==> src/sv/spm_pkg.sv <==
// Package for the skinning matrix palette: constants, types and fixed-point helpers.
package spm_pkg;

  localparam int MAX_BONE_COUNT_DEF = 64;
  localparam int ELEMS_PER_BONE = 16;
  localparam logic signed [31:0] ONE_Q16 = 32'sd65536;

  // Quaternion product slots, each a Q2.28 value.
  localparam int QP_XX = 0;
  localparam int QP_YY = 1;
  localparam int QP_ZZ = 2;
  localparam int QP_XY = 3;
  localparam int QP_XZ = 4;
  localparam int QP_YZ = 5;
  localparam int QP_WX = 6;
  localparam int QP_WY = 7;
  localparam int QP_WZ = 8;
  localparam int QP_COUNT = 9;

  typedef logic [QP_COUNT-1:0][31:0] quat_prod_t;

  typedef struct packed {
    logic clr;
    logic acc_en;
  } spm_mac_ctl_t;

  function automatic logic signed [31:0] sat32(input logic signed [49:0] v);
    logic signed [31:0] r;
    if (v > 50'sd2147483647) begin
      r = 32'sh7fffffff;
    end else if (v < -50'sd2147483648) begin
      r = 32'sh80000000;
    end else begin
      r = 32'(v);
    end
    return r;
  endfunction

  // One element of the local matrix, column-major.
  function automatic logic signed [31:0] local_elem(input logic [3:0] idx,
                                                    input quat_prod_t qp,
                                                    input logic signed [31:0] px,
                                                    input logic signed [31:0] py,
                                                    input logic signed [31:0] pz);
    logic signed [32:0] s;
    logic signed [32:0] sh;
    logic signed [33:0] d;
    logic diag;
    logic fixed;
    logic signed [31:0] fv;
    logic signed [31:0] r;
    s = '0;
    diag = 1'b0;
    fixed = 1'b0;
    fv = '0;
    case (idx)
      4'd0: begin
        s = 33'($signed(qp[QP_YY])) + 33'($signed(qp[QP_ZZ]));
        diag = 1'b1;
      end
      4'd1: s = 33'($signed(qp[QP_XY])) + 33'($signed(qp[QP_WZ]));
      4'd2: s = 33'($signed(qp[QP_XZ])) - 33'($signed(qp[QP_WY]));
      4'd4: s = 33'($signed(qp[QP_XY])) - 33'($signed(qp[QP_WZ]));
      4'd5: begin
        s = 33'($signed(qp[QP_XX])) + 33'($signed(qp[QP_ZZ]));
        diag = 1'b1;
      end
      4'd6: s = 33'($signed(qp[QP_YZ])) + 33'($signed(qp[QP_WX]));
      4'd8: s = 33'($signed(qp[QP_XZ])) + 33'($signed(qp[QP_WY]));
      4'd9: s = 33'($signed(qp[QP_YZ])) - 33'($signed(qp[QP_WX]));
      4'd10: begin
        s = 33'($signed(qp[QP_XX])) + 33'($signed(qp[QP_YY]));
        diag = 1'b1;
      end
      4'd12: begin
        fixed = 1'b1;
        fv = px;
      end
      4'd13: begin
        fixed = 1'b1;
        fv = py;
      end
      4'd14: begin
        fixed = 1'b1;
        fv = pz;
      end
      4'd15: begin
        fixed = 1'b1;
        fv = ONE_Q16;
      end
      default: begin
        fixed = 1'b1;
        fv = '0;
      end
    endcase
    sh = s >>> 11;
    if (diag) begin
      d = 34'(ONE_Q16) - 34'(sh);
    end else begin
      d = 34'(sh);
    end
    if (fixed) begin
      r = fv;
    end else begin
      r = sat32(50'(d));
    end
    return r;
  endfunction

endpackage

==> src/sv/spm_mac.sv <==
// Shared multiplier with a registered product and a saturating accumulator.
module spm_mac (
  input  logic                 clk,
  input  logic                 rst_n,
  input  spm_pkg::spm_mac_ctl_t ctl,
  input  logic signed [31:0]   opa,
  input  logic signed [31:0]   opb,
  output logic signed [63:0]   product,
  output logic signed [31:0]   acc_sat
);
  import spm_pkg::*;

  logic signed [63:0] prod_r;
  logic signed [49:0] acc_r;
  logic signed [49:0] acc_nxt;
  logic signed [47:0] term;

  assign product = 64'(opa) * 64'(opb);
  // Floor shift back to Q16.16.
  assign term = 48'(prod_r >>> 16);

  always_comb begin
    acc_nxt = acc_r;
    if (ctl.clr) begin
      acc_nxt = '0;
    end else if (ctl.acc_en) begin
      acc_nxt = acc_r + 50'(term);
    end
  end

  always_ff @(posedge clk) begin
    prod_r <= product;
    if (!rst_n) begin
      acc_r <= '0;
    end else begin
      acc_r <= acc_nxt;
    end
  end

  assign acc_sat = sat32(acc_r);

endmodule

==> config.mk <==
export PLATFORM = sky130hd
export DESIGN_NAME = spm_mac
export DESIGN_NICKNAME = d
export VERILOG_FILES = /design/src/sv/spm_pkg.sv /design/src/sv/spm_mac.sv
export SDC_FILE = /design/constraint.sdc
export NUM_CORES = 2
export LEC_CHECK = 0
export ABC_AREA = 1
export BUFFER_PORTS_ARGS = -buffer_cell sky130_fd_sc_hd__buf_2
export CORE_AREA = 5 5 274 276
export CTS_CLUSTER_SIZE = 30
export DETAILED_ROUTE_END_ITERATION = 16
export DIE_AREA = 0 0 279 281
export PLACE_DENSITY_LB_ADDON = 0.08
export SLEW_MARGIN = 20
export SYNTH_ARGS = -nofsm -noshare
export SYNTH_HDL_FRONTEND = slang
export SYNTH_SLANG_ARGS = --single-unit
==> constraint.sdc <==
create_clock -name clk -period 35.2 [get_ports clk]
set_input_delay 7.04 -clock clk [delete_from_list [all_inputs] [get_ports clk]]
set_output_delay 7.04 -clock clk [all_outputs]
set_load 0.03 [all_outputs]
# Word level (Yosys, flattened, before mapping)
# Index checks and enable logic that the tools add are counted.
# word_totals
in_bits,68
romBits,0
ramBits,0
word_cells,10
latch_bits,0
mem_count,0
output_inout_bits,96
ff_bits,114
# classes
add_sub_neg,1
n_eq_ne,0
magnitude_cmp,2
muxes,2
n_div,0
bitwise_logic,1
shifts,0
multipliers,1
n_reduce_logical,1
# ops
cell,n
32-bit by 32-bit multiplier with 64-bit output,1
32-bit 2-to-1 mux,2
50-bit by 48-bit adder with 50-bit output,1
50-bit by 32-bit > comparator with 1-bit output (second input constant),1
50-bit by 32-bit less-than comparator with 1-bit output (second input constant),1
2-bit OR reduction,1
1-bit NOT,1

# Depth between registers and ports, before layout
# logic_depth
ltp_word,3
depth_mapped,31

# Worst setup path after synthesis
# Ideal clock, no wire load.
# synth_timing
path_type,input to output
from,input opa[31]
to,output product[54]
slack_ns,14.097
arrival_time_ns,14.063
n_path_buf,1
path_stages,27
required_ns,28.160
path_cell_list,clkbuf_1 nand2_1 inv_1 fa_1 inv_1 fa_1 inv_1 fa_1 fa_1 inv_1 fa_1 inv_1 fa_1 inv_1 fa_1 fa_1 inv_1 ha_1 nand2_2 nor2_2 inv_2 nor2_2 inv_1 nor4_1 nand2_1 nand3_2 xor2_1
# synth_via
elab_chain_len,1
# synth_rtl
element,line_no,rtl
from (decl),spm_mac.sv:6,"input logic signed [31:0] opa,"
32-bit by 32-bit multiplier with 64-bit output,spm_mac.sv:18,assign product = 64'(opa) * 64'(opb);
to (decl),spm_mac.sv:8,"output logic signed [63:0] product,"
# No other way between the ends.

# Final worst setup path
# layout_timing
from,input opb[5]
to,output product[61]
# layout_via
elab_chain_len,1
# layout_rtl
element,line_no,rtl
from (decl),spm_mac.sv:7,"input logic signed [31:0] opb,"
32-bit by 32-bit multiplier with 64-bit output,spm_mac.sv:18,
# No other way between the ends.

==> flow_summary.yaml <==
run_status:
  status: "finished clean"
cts:
  root_buffer: "clkbuf_16"
  cts_sinks: 98
  cts_resized: 0
  h-tree-depth: 3
  clk_latency_ns: 0.38
  clk_pin_slew_worst_paths_ns: 0.09
  cts_tree: "done"
  post-cts-setup-buffers: 0
  clock_path_buffers: 2
  cts_made_buffers: 9
  cts_hold_buf: 0
sta:
  setup_viol: 0
  skew_ns: 0.01791
  report.final.slew_viol_count: 0
  finalCriticalPeriod_ns: 22.40
  relSlewSlack_pct: 30.63
  hold_ws_ns: 0.4763
  tightest_slew_ns: 1.039
  rsz0062_at_grt: "no"
  setup-tns-final_ns: 0
  hold_violations: 0
  fin_crit_sh_pct: 63.64
  fmax_ghz: 0.04464
logic_synthesis:
  synth_nets: 7278
  yosysMostFrequentCell: "inv_1"
  synth_top_area_cell: "fa_1"
  synth_top_area_share_pct: 48.04
  synthDistinctLibCells: 48
  synthTopCellsByArea: "fa_1, inv_1, nand2_1"
  syn-cell-area_mm2: 0.04513
  synth_flop_cell: "dfxtp_1"
  synth_async_sr_flop_share_pct: 0
  synth_edf_count: 0
  ys_warn_count: 0
  synth.avg_cell_area_um2: 7.658
  ys_ff_latch: 98
  yosys-top-cells-count: "inv_1, nand2_1, fa_1"
  syn-instance-count: 5894
  seq_area_frac_synth_pct: 4.347
drt:
  vias: 36837
  wl_per_cell_um: 19.47
  drtPass1Iterations: 6
  drc: 0
  postRouteAntennaNets: 0
  drt_iter0_drc: 2777
  drt-vias-per-instance: 5.385
  wl_mm: 133.2
setup_path:
  crit_type: "primary input to primary output"
  slowest_stage: "fa_1"
  slowest_delay_ns: 0.79
  path_delay_family: "adder cells"
  worstSetupEndpointType: "primary output"
  critPathMaxFanout: 32
  cp_num_buf_inv: 10
  cp.required_ns: 28.16
  cp-start-kind: "primary input"
  cp_data_arrival_time_ns: 15.36
placement:
  gp_congestion: 1.013
  placed_area_mm2: 0.04652
  io_buffers: 163
  hpwlAfterDp_mm: 110.7
floorplan:
  die_h_um: 281
  die-area_mm2: 0.07840
  core_area_mm2: 0.07234
  io_pins: 164
  rows: 99
  initial_utilization_pct: 62.39
  die_w_um: 279
hold_path:
  holdCritPathClass: "flip-flop to flip-flop"
global_routing:
  grt_overflow_total: 0
  grt_pass1_vias: 39696
  grt_max_degree: 65
  antenna_found_initial: 6
  grt_usage_pct: 35.14
  grt_pass1_wl_mm: 214.7
finish:
  syn_to_final_growth_pct: 3.734
  seqCellArea_mm2: 0.001962
  num-nets-final: 7258
  drive_above_1_share_pct: 5.460
  finalInstanceArea_mm2: 0.04682
  multi_input_area_mm2: 0.03554
  fillCellCount: 6629
job:
  maxCapViolCount: 0
-- worst paths after layout --
kind                   start     endpoint  slack, ns  depth (start not counted)
setup / recovery      opb[5]  product[61]      12.80                         28
hold / removal      acc_r[0]     acc_r[0]       0.48                          2
setup reg to reg  prod_r[16]    acc_r[48]      32.51                         13
hold reg to reg     acc_r[0]     acc_r[0]       0.48                          2
-- logic make-up after synthesis --
logic type                 share of synthesized area (%)
adders and majority gates                          54.50
buffers and inverters                              16.97
and+or+nand+nor                                    17.53
DFF                                                4.347
xor gates and xnor gates                           1.649
AOI/OAI and AO/OA                                  5.009
-- per-stage QoR --
step,util [%],worst slack [ns],instances
after floorplan,-,14.10,5894
after global placement,64.29,12.88,6822
after detailed placement,64.30,12.76,6822
after CTS,64.71,12.75,6838
after global routing,64.72,12.37,6839
final,64.72,12.80,6841
-- cell type report --
class                      instances  share of cell area, %
multi-input combinational       3757                  75.91
inverter                        1826                  14.64
sequential                        98                  4.190
tap                              959                  2.563
timing repair buffer             182                  2.047
clock buffer                      10                 0.5104
clock inverter                     6                 0.1203
antenna                            3                0.01603
-- worst register-to-register path: stages (launching register included) --
cell and delay (ns):
dfxtp_1 0.39, ha_1 0.26, inv_1 0.08, fa_1 0.50, o21ai_2 0.35, nand2_1 0.11
nand2_2 0.15, nand2_1 0.09, nand2_2 0.15, nand2_1 0.10, nand4_1 0.10, nand3_1 0.17
nand2_1 0.12, inv_1 0.04
-- routing by layer --
layer  share of wire, %  up-vias  GRT usage (%)
li1                   -    16577              -
met1                 40    18191          47.08
met2                 46     1705          57.68
met3                9.4      356          6.970
met4                4.4        8          12.82
met5              0.042        -              0
-- cells in the final DEF, fill, tap and decap left out, drive strengths merged, types with 4 or more instances in the layout --
cell	instances
inv	1828
nand2	1475
fa	1083
nor2	276
ha	233
a21oi	187
buf	182
o21ai	152
nand3	121
dfxtp	98
xor2	66
nand4	28
o21bai	24
nor3	23
xnor2	19
nor4	15
a21o	12
clkbuf	10
or2	8
a21boi	8
a31oi	6
o21a	5
o211ai	4
-- flip-flops by register name (all words and copies together) (netlist names) --
name and flops:
acc_r 50, prod_r 48
Power is not shown: default switching activity piles up to over one toggle a cycle in this logic, so the estimate is an artifact.
